File: src/design/sequential_list_engine_top_defines.svh
// Assertion helpers used by the list engine controller (lst_ctrl).
`ifndef SEQUENTIAL_LIST_ENGINE_TOP_DEFINES_SVH
`define SEQUENTIAL_LIST_ENGINE_TOP_DEFINES_SVH

// Same-cycle implication, checked on clk, off during reset.
`define LST_ASSERT_IMP(label, ante, cons, msg) \
  label: assert property (@(posedge clk) disable iff (!rst_n) (ante) |-> (cons)) \
    else $error(msg);

// Next-cycle implication, checked on clk, off during reset.
`define LST_ASSERT_NXT(label, ante, cons, msg) \
  label: assert property (@(posedge clk) disable iff (!rst_n) (ante) |=> (cons)) \
    else $error(msg);

`endif

File: src/design/lst_pkg.sv
`timescale 1ns / 1ps

package lst_pkg;

  typedef enum logic [1:0] {
    ACT_INSERT = 2'd0,
    ACT_FIND   = 2'd1,
    ACT_DELETE = 2'd2
  } action_t;

  typedef enum logic [1:0] {
    ST_OK       = 2'd0,
    ST_FULL     = 2'd1,
    ST_ILLEGAL  = 2'd2,
    ST_NOTFOUND = 2'd3
  } status_t;

  typedef enum logic [1:0] {
    RD_IDX    = 2'd0,
    RD_IDX_DN = 2'd1,
    RD_IDX_UP = 2'd2
  } rd_sel_t;

  typedef enum logic [3:0] {
    S_IDLE,
    S_CHECK,
    S_INS_RD,
    S_INS_WR,
    S_DEL_RD,
    S_DEL_WR,
    S_FIND_RD,
    S_FIND_CMP,
    S_DONE
  } state_t;

  typedef struct packed {
    logic    latch;
    logic    idx_ld_count;
    logic    idx_ld_zero;
    logic    idx_ld_pos;
    logic    idx_inc;
    logic    idx_dec;
    logic    rd_en;
    rd_sel_t rd_sel;
    logic    wr_en;
    logic    wr_value;
    logic    wr_at_pos;
    logic    cnt_inc;
    logic    cnt_dec;
    logic    set_status;
    status_t status;
    logic    set_where;
    logic    push;
  } lst_cmd_t;

  typedef struct packed {
    action_t action;
    logic    full;
    logic    pos_gt_count;
    logic    pos_ge_count;
    logic    idx_gt_pos;
    logic    idx_up_lt_count;
    logic    idx_lt_count;
    logic    match;
    logic    out_free;
  } lst_sts_t;

endpackage

File: src/design/lst_req_if.sv
`timescale 1ns / 1ps

interface lst_req_if;
  logic               valid;
  logic               ready;
  logic [1:0]         action;
  logic signed [31:0] value;
  logic [7:0]         position;

  modport source (output valid, output action, output value, output position, input ready);
  modport sink (input valid, input action, input value, input position, output ready);
endinterface

File: src/design/lst_rsp_if.sv
`timescale 1ns / 1ps

interface lst_rsp_if;
  logic       valid;
  logic       ready;
  logic [1:0] status;
  logic [2:0] found_position;
  logic [3:0] entry_count;

  modport source (output valid, output status, output found_position, output entry_count,
                  input ready);
  modport sink (input valid, input status, input found_position, input entry_count,
                output ready);
endinterface

File: src/design/lst_ram.sv
`timescale 1ns / 1ps

module lst_ram #(
  parameter int WIDTH = 32,
  parameter int DEPTH = 8
) (
  input  logic                                    clk,
  input  logic                                    we,
  input  logic [((DEPTH > 1) ? $clog2(DEPTH) : 1)-1:0] waddr,
  input  logic [WIDTH-1:0]                        wdata,
  input  logic                                    re,
  input  logic [((DEPTH > 1) ? $clog2(DEPTH) : 1)-1:0] raddr,
  output logic [WIDTH-1:0]                        rdata
);

  logic [WIDTH-1:0] mem_r [DEPTH];
  logic [WIDTH-1:0] rdata_r;

  always_ff @(posedge clk) begin
    if (we) begin
      mem_r[waddr] <= wdata;
    end
    if (re) begin
      rdata_r <= mem_r[raddr];
    end
  end

  assign rdata = rdata_r;

endmodule

File: src/design/lst_datapath.sv
`timescale 1ns / 1ps

module lst_datapath
  import lst_pkg::*;
#(
  parameter int CAPACITY = 8
) (
  input  logic               clk,
  input  logic               rst_n,
  input  logic [1:0]         in_action,
  input  logic signed [31:0] in_value,
  input  logic [7:0]         in_position,
  lst_rsp_if.source          out_rsp,
  input  lst_cmd_t           cmd,
  output lst_sts_t           sts
);

  localparam int CW = $clog2(CAPACITY + 1);
  localparam int AW = (CAPACITY > 1) ? $clog2(CAPACITY) : 1;
  localparam int XW = ((CW > 8) ? CW : 8) + 1;

  logic [1:0]         action_r;
  logic signed [31:0] value_r;
  logic [7:0]         pos_r;
  logic [CW-1:0]      idx_r, idx_nxt;
  logic [CW-1:0]      count_r, count_nxt;
  status_t            status_r;
  logic [2:0]         where_r;
  logic               out_valid_r;
  logic [1:0]         out_status_r;
  logic [2:0]         out_where_r;
  logic [3:0]         out_count_r;

  logic [XW-1:0] pos_x, cnt_x, idx_x, rd_x;
  logic [AW-1:0] raddr, waddr;
  logic [31:0]   rd_data, wr_data;

  assign pos_x = XW'(pos_r);
  assign cnt_x = XW'(count_r);
  assign idx_x = XW'(idx_r);

  always_comb begin
    case (cmd.rd_sel)
      RD_IDX_DN: rd_x = idx_x - XW'(1);
      RD_IDX_UP: rd_x = idx_x + XW'(1);
      default:   rd_x = idx_x;
    endcase
  end

  assign raddr   = rd_x[AW-1:0];
  assign waddr   = cmd.wr_at_pos ? pos_x[AW-1:0] : idx_x[AW-1:0];
  assign wr_data = cmd.wr_value ? $unsigned(value_r) : rd_data;

  lst_ram #(
    .WIDTH (32),
    .DEPTH (CAPACITY)
  ) u_ram (
    .clk   (clk),
    .we    (cmd.wr_en),
    .waddr (waddr),
    .wdata (wr_data),
    .re    (cmd.rd_en),
    .raddr (raddr),
    .rdata (rd_data)
  );

  always_comb begin
    idx_nxt = idx_r;
    if (cmd.idx_ld_count) begin
      idx_nxt = count_r;
    end else if (cmd.idx_ld_zero) begin
      idx_nxt = '0;
    end else if (cmd.idx_ld_pos) begin
      idx_nxt = pos_x[CW-1:0];
    end else if (cmd.idx_inc) begin
      idx_nxt = idx_r + CW'(1);
    end else if (cmd.idx_dec) begin
      idx_nxt = idx_r - CW'(1);
    end
  end

  always_comb begin
    count_nxt = count_r;
    if (cmd.cnt_inc) begin
      count_nxt = count_r + CW'(1);
    end else if (cmd.cnt_dec) begin
      count_nxt = count_r - CW'(1);
    end
  end

  always_ff @(posedge clk) begin
    if (!rst_n) begin
      count_r     <= '0;
      out_valid_r <= 1'b0;
    end else begin
      count_r <= count_nxt;
      if (cmd.push) begin
        out_valid_r <= 1'b1;
      end else if (out_rsp.ready) begin
        out_valid_r <= 1'b0;
      end
    end
  end

  always_ff @(posedge clk) begin
    idx_r <= idx_nxt;
    if (cmd.latch) begin
      action_r <= in_action;
      value_r  <= in_value;
      pos_r    <= in_position;
      where_r  <= '0;
    end else if (cmd.set_where) begin
      where_r <= idx_x[2:0];
    end
    if (cmd.set_status) begin
      status_r <= cmd.status;
    end
    if (cmd.push) begin
      out_status_r <= status_r;
      out_where_r  <= where_r;
      out_count_r  <= cnt_x[3:0];
    end
  end

  assign sts.action          = action_t'(action_r);
  assign sts.full            = (count_r == CW'(CAPACITY));
  assign sts.pos_gt_count    = (pos_x > cnt_x);
  assign sts.pos_ge_count    = (pos_x >= cnt_x);
  assign sts.idx_gt_pos      = (idx_x > pos_x);
  assign sts.idx_up_lt_count = ((idx_x + XW'(1)) < cnt_x);
  assign sts.idx_lt_count    = (idx_r < count_r);
  assign sts.match           = (rd_data == $unsigned(value_r));
  assign sts.out_free        = !out_valid_r || out_rsp.ready;

  assign out_rsp.valid          = out_valid_r;
  assign out_rsp.status         = out_status_r;
  assign out_rsp.found_position = out_where_r;
  assign out_rsp.entry_count    = out_count_r;

endmodule

File: src/design/lst_ctrl.sv
`timescale 1ns / 1ps
`include "sequential_list_engine_top_defines.svh"

module lst_ctrl
  import lst_pkg::*;
(
  input  logic     clk,
  input  logic     rst_n,
  input  logic     in_valid,
  output logic     in_ready,
  input  lst_sts_t sts,
  output lst_cmd_t cmd
);

  state_t state_r, state_nxt;
  logic   find_hit;

  always_ff @(posedge clk) begin
    if (!rst_n) begin
      state_r <= S_IDLE;
    end else begin
      state_r <= state_nxt;
    end
  end

  always_comb begin
    state_nxt = state_r;
    case (state_r)
      S_IDLE: begin
        if (in_valid) begin
          state_nxt = S_CHECK;
        end
      end
      S_CHECK: begin
        case (sts.action)
          ACT_INSERT: begin
            state_nxt = (sts.full || sts.pos_gt_count) ? S_DONE : S_INS_RD;
          end
          ACT_FIND:   state_nxt = S_FIND_RD;
          ACT_DELETE: state_nxt = sts.pos_ge_count ? S_DONE : S_DEL_RD;
          default:    state_nxt = S_DONE;
        endcase
      end
      S_INS_RD:   state_nxt = sts.idx_gt_pos ? S_INS_WR : S_DONE;
      S_INS_WR:   state_nxt = S_INS_RD;
      S_DEL_RD:   state_nxt = sts.idx_up_lt_count ? S_DEL_WR : S_DONE;
      S_DEL_WR:   state_nxt = S_DEL_RD;
      S_FIND_RD:  state_nxt = sts.idx_lt_count ? S_FIND_CMP : S_DONE;
      S_FIND_CMP: state_nxt = sts.match ? S_DONE : S_FIND_RD;
      S_DONE: begin
        if (sts.out_free) begin
          state_nxt = S_IDLE;
        end
      end
      default: state_nxt = S_IDLE;
    endcase
  end

  always_comb begin
    cmd      = '0;
    in_ready = 1'b0;
    case (state_r)
      S_IDLE: begin
        in_ready  = 1'b1;
        cmd.latch = in_valid;
      end
      S_CHECK: begin
        case (sts.action)
          ACT_INSERT: begin
            if (sts.full) begin
              cmd.set_status = 1'b1;
              cmd.status     = ST_FULL;
            end else if (sts.pos_gt_count) begin
              cmd.set_status = 1'b1;
              cmd.status     = ST_ILLEGAL;
            end else begin
              cmd.idx_ld_count = 1'b1;
            end
          end
          ACT_FIND: begin
            cmd.idx_ld_zero = 1'b1;
          end
          ACT_DELETE: begin
            if (sts.pos_ge_count) begin
              cmd.set_status = 1'b1;
              cmd.status     = ST_ILLEGAL;
            end else begin
              cmd.idx_ld_pos = 1'b1;
            end
          end
          default: begin
            cmd.set_status = 1'b1;
            cmd.status     = ST_ILLEGAL;
          end
        endcase
      end
      S_INS_RD: begin
        if (sts.idx_gt_pos) begin
          cmd.rd_en  = 1'b1;
          cmd.rd_sel = RD_IDX_DN;
        end else begin
          cmd.wr_en      = 1'b1;
          cmd.wr_value   = 1'b1;
          cmd.wr_at_pos  = 1'b1;
          cmd.cnt_inc    = 1'b1;
          cmd.set_status = 1'b1;
          cmd.status     = ST_OK;
        end
      end
      S_INS_WR: begin
        cmd.wr_en   = 1'b1;
        cmd.idx_dec = 1'b1;
      end
      S_DEL_RD: begin
        if (sts.idx_up_lt_count) begin
          cmd.rd_en  = 1'b1;
          cmd.rd_sel = RD_IDX_UP;
        end else begin
          cmd.cnt_dec    = 1'b1;
          cmd.set_status = 1'b1;
          cmd.status     = ST_OK;
        end
      end
      S_DEL_WR: begin
        cmd.wr_en   = 1'b1;
        cmd.idx_inc = 1'b1;
      end
      S_FIND_RD: begin
        if (sts.idx_lt_count) begin
          cmd.rd_en  = 1'b1;
          cmd.rd_sel = RD_IDX;
        end else begin
          cmd.set_status = 1'b1;
          cmd.status     = ST_NOTFOUND;
        end
      end
      S_FIND_CMP: begin
        if (sts.match) begin
          cmd.set_where  = 1'b1;
          cmd.set_status = 1'b1;
          cmd.status     = ST_OK;
        end else begin
          cmd.idx_inc = 1'b1;
        end
      end
      S_DONE: begin
        cmd.push = sts.out_free;
      end
      default: begin
        cmd = '0;
      end
    endcase
  end

  assign find_hit = (state_r == S_FIND_CMP) && sts.match;

  `LST_ASSERT_NXT(a_accept_to_check, in_valid && in_ready, state_r == S_CHECK, "start missed")
  `LST_ASSERT_IMP(a_push_slot_free, cmd.push, sts.out_free, "result pushed over a pending word")
  `LST_ASSERT_IMP(a_single_ram_op, cmd.wr_en, !cmd.rd_en, "read and write issued together")
  `LST_ASSERT_IMP(a_no_grow_when_full, cmd.cnt_inc, !sts.full, "count grew past capacity")
  `LST_ASSERT_NXT(a_hit_ends_find, find_hit, state_r == S_DONE, "find hit did not finish")

endmodule

File: src/design/sequential_list_engine_top.sv
// Ordered list of up to CAPACITY signed 32-bit values held in a two-port RAM.
// in_req carries one request word (action, value, position); out_rsp returns one
// word per request with status, found_position and entry_count after the request.
// Requests are taken one at a time: in_req.ready is high only while the engine is
// idle. Entries are moved one at a time, each read from the RAM and then written
// back one slot over, which sets how long each request occupies the engine
// (p = position, c = count before): a rejected request (full, illegal position,
// unused action) moves none, an insert moves c-p entries up, a delete moves
// c-p-1 entries down, and a find reads entries from index 0 until a match or c.
// The result goes to out_rsp from S_DONE once the output slot is free.
// A registered output slot holds the result; the engine accepts the next request
// while that word still waits, and stalls before publishing another result until
// out_rsp.ready takes the pending word.
// Reset (rst_n low, synchronous) empties the list and drops any pending result;
// the RAM contents are not cleared, entries past the count are never read.
`timescale 1ns / 1ps

module sequential_list_engine_top
  import lst_pkg::*;
#(
  parameter int CAPACITY = 8
) (
  input  logic      clk,
  input  logic      rst_n,
  lst_req_if.sink   in_req,
  lst_rsp_if.source out_rsp
);

  lst_cmd_t cmd;
  lst_sts_t sts;
  logic     ctrl_ready;

  lst_ctrl u_ctrl (
    .clk      (clk),
    .rst_n    (rst_n),
    .in_valid (in_req.valid),
    .in_ready (ctrl_ready),
    .sts      (sts),
    .cmd      (cmd)
  );

  lst_datapath #(
    .CAPACITY (CAPACITY)
  ) u_dp (
    .clk         (clk),
    .rst_n       (rst_n),
    .in_action   (in_req.action),
    .in_value    (in_req.value),
    .in_position (in_req.position),
    .out_rsp     (out_rsp),
    .cmd         (cmd),
    .sts         (sts)
  );

  assign in_req.ready = ctrl_ready;

endmodule

File: src/flat_wrapper.sv
// flat-port wrapper written by rule: the top's interface ports become plain ports
module sequential_list_engine_top_flat import lst_pkg::*;
#(
  parameter int CAPACITY = 8
)
  (clk, rst_n, in_req_valid, in_req_action, in_req_value, in_req_position, in_req_ready, out_rsp_valid, out_rsp_status, out_rsp_found_position, out_rsp_entry_count, out_rsp_ready);
  lst_req_if in_req_i ();
  lst_rsp_if out_rsp_i ();
  input  logic clk;
  input  logic rst_n;
  input wire logic [$bits(in_req_i.valid)-1:0] in_req_valid;
  input wire logic [$bits(in_req_i.action)-1:0] in_req_action;
  input wire logic [$bits(in_req_i.value)-1:0] in_req_value;
  input wire logic [$bits(in_req_i.position)-1:0] in_req_position;
  output wire logic [$bits(in_req_i.ready)-1:0] in_req_ready;
  output wire logic [$bits(out_rsp_i.valid)-1:0] out_rsp_valid;
  output wire logic [$bits(out_rsp_i.status)-1:0] out_rsp_status;
  output wire logic [$bits(out_rsp_i.found_position)-1:0] out_rsp_found_position;
  output wire logic [$bits(out_rsp_i.entry_count)-1:0] out_rsp_entry_count;
  input wire logic [$bits(out_rsp_i.ready)-1:0] out_rsp_ready;
  assign in_req_i.valid = in_req_valid;
  assign in_req_i.action = in_req_action;
  assign in_req_i.value = in_req_value;
  assign in_req_i.position = in_req_position;
  assign in_req_ready = in_req_i.ready;
  assign out_rsp_valid = out_rsp_i.valid;
  assign out_rsp_status = out_rsp_i.status;
  assign out_rsp_found_position = out_rsp_i.found_position;
  assign out_rsp_entry_count = out_rsp_i.entry_count;
  assign out_rsp_i.ready = out_rsp_ready;
  sequential_list_engine_top #(.CAPACITY(CAPACITY)) u_core (.clk(clk), .rst_n(rst_n), .in_req(in_req_i), .out_rsp(out_rsp_i));
endmodule
File: config.mk
export PLATFORM = sky130hd
export DESIGN_NAME = sequential_list_engine_top_flat
export DESIGN_NICKNAME = d
export VERILOG_FILES = /design/src/design/lst_pkg.sv /design/src/design/lst_req_if.sv /design/src/design/lst_rsp_if.sv /design/src/design/lst_ram.sv /design/src/design/lst_datapath.sv /design/src/design/lst_ctrl.sv /design/src/design/sequential_list_engine_top.sv /design/src/flat_wrapper.sv
export VERILOG_INCLUDE_DIRS = /design/src /design/src/design
export SDC_FILE = /design/constraint.sdc
export NUM_CORES = 1
export LEC_CHECK = 0
export ABC_AREA = 0
export BUFFER_PORTS_ARGS = -buffer_cell sky130_fd_sc_hd__buf_2
export CORE_MARGIN = 3
export CORE_UTILIZATION = 50
export DETAILED_ROUTE_END_ITERATION = 6
export PLACE_DENSITY = 0.68
export SYNTH_ARGS = -nofsm -noshare
export SYNTH_HDL_FRONTEND = slang
export SYNTH_HIERARCHICAL = 1
export SYNTH_SLANG_ARGS = --single-unit
File: constraint.sdc
create_clock -name clk -period 11.46 [get_ports clk]
set_clock_uncertainty 0.05 [all_clocks]
set_input_delay 1.146 -clock clk [delete_from_list [all_inputs] [get_ports clk]]
set_output_delay 1.146 -clock clk [all_outputs]
set_load 0.005 [all_outputs]
# Yosys cells after proc, flatten, opt, wreduce, memory -nomap -nowiden
# Memory sizes are Yosys's and may differ from the RTL's. A register that Yosys moved wholly into a read port is not among the register bits.
# Cells that the tools add are included.
totals:
  ram_bits: 256
  ff_bits: 69
  mem_count: 1
mem_list:
  columns: ["memory", "words", "width", "read_ports", "rd_ports_with_merged_regs", "wr", "line_no", "text"]
  rows:
  - ["u_core.u_dp.u_ram.mem_r", 8, 32, 1, 1, 1, "lst_ram.sv:16", "logic [WIDTH-1:0] mem_r [DEPTH];"]
classes:
  muxes: 55
  reduce_logical: 10
  n_addsub: 6
  n_eq_ne: 16
  magnitude_cmp: 5
op_table:
  columns: ["operator", "count"]
  rows:
  - ["2-to-1 mux 4 bit", 18]
  - ["case mux 4 bit (9 select lines)", 1]
  - ["2-to-1 mux 3 bit", 11]
  - ["== test 32 bit", 1]
  - ["2-to-1 mux 32 bit", 1]
  - ["case mux 3 bit (3 select lines)", 2]
  - ["2-to-1 mux 1 bit", 17]
  - ["== test 4 x 3 -> 1 bit (second input constant)", 4]
  - ["case mux 3 bit (5 select lines)", 1]
  - ["case mux 4 bit (3 select lines)", 1]
  - ["adder 4 x 1 -> 4 bit (second input constant)", 2]
  - ["== test 4 x 2 -> 1 bit (second input constant)", 2]
  - ["== test 4 bit (second input constant)", 2]
  - ["greater-or-equal comparator 8 x 4 -> 1 bit", 1]
  - ["> comparator 4 x 8 -> 1 bit", 1]
  - ["> comparator 8 x 4 -> 1 bit", 1]
  - ["subtractor 4 x 1 -> 4 bit (second input constant)", 2]
  - ["case mux 3 bit (2 select lines)", 1]
  - ["adder 4 x 1 -> 5 bit (second input constant)", 1]
  - ["less-than comparator 5 x 4 -> 1 bit", 1]
  - ["nonzero test 5 bit", 1]
  - ["== test 2 x 1 -> 1 bit (second input constant)", 2]
  - ["== test 2 bit (second input constant)", 2]
  - ["== test 4 x 1 -> 1 bit (second input constant)", 1]
  - ["other kinds (11)", 15]

# Depth between registers and ports, before layout
logic_depth:
  ltp_word: 8
  depth_mapped: 20
  depth_no_buf: 17

# Modules after synthesis
# Netlist, hierarchy kept.
modules_own_cells:
  columns: ["mod", "cells_per_inst", "seq_area_each_um2", "area_per_inst_um2", "instances"]
  rows:
  - ["lst_ram", 415, 8648.3, 10786.6, 1]
  - ["lst_datapath", 275, 1871.8, 3550.9, 1]
  - ["lst_ctrl", 74, 80.1, 516.7, 1]

# Least setup slack after synthesis
# No wires, ideal clock.
synth_path:
  path_type: "register to register"
  start: "register u_core.u_dp.idx_r[1]"
  end: "memory u_core.u_dp.u_ram.mem_r[0][0], enable pin"
  path_buffers: 1
  setup_slack_ns: 6.067
  setup_time_ns: 0.461
  arrival_time_ns: 4.882
  t_required_ns: 10.949
  synth_period_minus_slack_ns: 5.393
  stages_incl_launch_ff: 11
  path_cell_list: "edfxtp_1 -> ha_1 -> nor2b_1 -> o21a_1 -> o21ai_0 -> a21oi_1 -> nor4_1 -> buf_4 -> mux2_2 -> nand2b_1 -> nor3_1"
synth_rtl:
  columns: ["item", "line_no", "text"]
  rows:
  - ["start: declaration", "lst_datapath.sv:25", "logic [CW-1:0] idx_r, idx_nxt;"]
  - ["start signal: assignment", "lst_datapath.sv:106", "idx_r <= idx_nxt;"]
  - ["end: declaration", "lst_ram.sv:16", null]

==> results by group <==
Finish
  – Fin area: 16760 sq um
  – N_diodes: 0
  – Layout cells sized above 1: 25.89%
  – Most common cell after layout, fill and taps aside: edfxtp_1
  – Register Area: 10600 sq um
  – Multi-input logic area: 4073 sq um
  – Nets: 915
  – Highest-count cells in the layout ignoring fill and taps: edfxtp_1 (345), mux2_2 (64), buf_2 (56)
  – Area Growth Syn to Fin: 12.85%
  – FILL cells: 2169

Floorplan
  – Core Region: 29010 sq um
  – Row cnt: 62
  – Initial Util: 51.20%
  – # IOs: 57
  – Die ar.: 31810 sq um
  – Die Height: 178.4 um
  – Die width: 178.4 um

Worst setup path
  – CP top delay family: buffers and inverters
  – R2r setup slk: 5.80 ns
  – CP max-delay cell: buf_4
  – CP peak stage delay: 0.81 ns
  – CP Launch Type: register
  – Worst Path Arrival: 5.88 ns
  – Most used cell, CP: ha_1
  – Critical path peak fanout: 50
  – WS Path Type: reg -> reg
  – Worst path cell trace: inv_1, ha_1, ha_1, a21boi_1, o21a_1, o21a_1, a311oi_2, or4b_4, inv_1, ha_1, nor2_1, o21ai_0, nand2_4, buf_4, mux4_1, mux2_2
  – WP buf/inv: 3
  – CP endpoint kind: register
  – Required @ worst endpoint: 11.67 ns

Logic synthesis
  – Sequential cell area fraction in the yosys report: 71.36%
  – Top post-synthesis cells by area: edfxtp_1 (70%), mux4_1 (7.1%), mux2_2 (4.9%), mux4_2 (3.6%), xor2_1 (2.1%)
  – Synth cell types: 54
  – FF+latch count, synth: 357
  – Post-synth EDFFs: 345
  – Syn Nets: 834
  – Post-synth top area cell: edfxtp_1
  – Gate Count Post-Synth: 764
  – Share of flip-flops with an asynchronous set or reset: 0%
  – Netlist Area Pre-Place: 14850 sq um
  – Yosys warns: 6
  – Post-synth top area share: 69.74%
  – Post-synthesis area per instance: 19.44 sq um
  – Top FF cell, synth: edfxtp_1

Place
  – Gpl congestion: 0.8316
  – Post-DP HPWL: 16490 um
  – DP Area: 15630 sq um
  – # port buffers: 56

STA
  – Hold_ws: 0.3885 ns
  – Max-slew violations: 0
  – Hold Vio Cnt, Final: 0
  – Post-layout min period: 5.664 ns
  – F_max: 0.1766 GHz
  – Worst Max-Slew Pin Slew: 0.9592 ns
  – RSZ-0062 raised after global routing: no
  – Finish-stage setup viols: 0
  – Tcrit/Tclk final: 49.42%
  – Max-Slew Margin vs Limit: 36.05%
  – Setup_tns: 0 ns

Routing
  – Routed Antenna Nets: 0
  – Drt first-iter violations: 632
  – Wire per inst: 23.72 um
  – Drt via density: 5.869
  – DR vias: 7354
  – Drt pass-1 iters: 5
  – WL final: 29720 um
  – DRC: 0

Job
  – Max cap viols: 0

Clocking
  – Max clock buf depth: 3
  – Clock sink count: 357
  – # hold bufs at CTS: 0
  – CTS tree: yes
  – TritonCTS Buffers: 37
  – Setup Buffers After CTS: 0
  – Post-CTS Resized: 0
  – H-tree levels: 2
  – Clock slew at reported path FFs: 0.06 ns
  – Root buf cell: clkbuf_16
  – Worst skew pair latency: 0.53 ns

Power and ir drop
  – Combinational Power Share: 5.5%
  – Clk pwr share: 40.7%
  – Sequential share of power: 53.8%
  – Peak VDD IR: 0.1219 mV
  – Switching part of the total: 20.94%
  – Power Density: 164.4 nW/um^2
  – Psw: 0.0005769 W
  – Pleak: 5.627 nW
  – Internal power: 0.002178 W

Worst hold path
  – Hold Crit Class: reg -> reg

Global route
  – Largest net degree at the start of global routing: 65
  – First-pass GRT wire length: 44970 um
  – Gr usage total: 19.07%
  – Vias in the first global route: 7574
  – GRT overflow: 0
  – Initial antenna violation count: 0

Outcome
  – Outcome: complete, no violations
==> Yosys cell counts (2+ instances only) <==
cell and number:
edfxtp_1 345, mux2_2 64, mux4_1 40, xor2_1 36
mux4_2 24, nor2_1 24, ha_1 22, inv_1 22
nand2_1 18, nor4_1 14, o21ai_0 14, dfxtp_1 12
buf_2 11, nand2b_1 10, a21oi_1 9, buf_6 8
nor3_1 8, mux2i_1 7, nor2b_1 6, o21a_1 6
a21o_1 5, and3_1 4, clkbuf_1 4, nand3_1 4
nand4_1 4, or3_1 4, a22o_1 3, buf_1 3
buf_4 3, xnor2_1 3, fa_1 2, mux2_1 2
o31ai_1 2
==> kinds of logic (layout without fill, tap and decap cells) <==
family / Yosys count / in the layout / synth area share [%]
flops: 357 / 357 / 71.36
buf+inv: 51 / 156 / 1.861
fa+ha+maj: 24 / 24 / 2.123
simple gates: 102 / 102 / 3.689
xor+xnor: 39 / 39 / 2.300
mux: 137 / 137 / 16.19
compound gates: 54 / 54 / 2.477
==> stage by stage <==
stage               setup slack (ns)  utilization (%)  total power [W]  instances
finish                         5.796            57.78         0.002755       1253
global route                   5.476            57.78         0.002854       1253
CTS                            5.786            57.78         0.002787       1253
detailed placement             5.794            53.87         0.001662       1190
global placement               5.936            53.87         0.001653       1190
floorplan                      6.067                -         0.001607        764
==> per-layer routing <==
layer,routed length (um),vias to the layer above,GRT usage [%]
met3,1555,44,2.916
met2,15250,219,33.24
met4,623,0,5.325
li1,-,3260,-
met1,12290,3831,25.09
met5,0,-,0
==> power groups by stage <==
stage,Clock (W),Combinational (W),Sequential (W)
finish,0.00112,0.000152,0.00148
global route,0.00120,0.000166,0.00148
CTS,0.00115,0.000153,0.00148
detailed placement,0,0.000153,0.00151
global placement,0,0.000146,0.00151
floorplan,0,0.000109,0.00150
==> flip-flops by register name, indices dropped and copies added, names as in the netlist, 3 cells and up <==
name and flops:
u_core/u_dp/count_r 4, u_core/u_ctrl/state_r 4, u_core/u_dp/where_r 3, u_core/u_dp/u_ram/mem_r 256, u_core/u_dp/u_ram/rdata 32, u_core/u_dp/out_rsp.found_position 3, u_core/u_dp/value_r 32, u_core/u_dp/idx_r 4
u_core/u_dp/pos_r 8, u_core/u_dp/out_rsp.entry_count 4
==> path summary, 6_finish.rpt <==
kind,startpoint,to,depth (start not counted)
max reg2reg,u_core/u_dp/idx_r[0],u_core/u_dp/u_ram/rdata[25],16
min reg2reg,u_core/u_dp/status_r[1],u_core/u_dp/out_rsp.status[1],0
max,u_core/u_dp/idx_r[0],u_core/u_dp/u_ram/rdata[25],16
min,u_core/u_dp/status_r[1],u_core/u_dp/out_rsp.status[1],0
==> area by class of cell <==
class                           instances  share of cell area, %
Clock inverter                         18                 0.9330
Inverter                               22                 0.4926
Timing Repair Buffer                   71                  2.344
Tap cell                              384                  2.866
Multi-Input combinational cell        356                  24.30
Sequential cell                       357                  63.24
Clock buffer                           45                  5.830
Note: power is estimated with default switching activity, not from simulation.
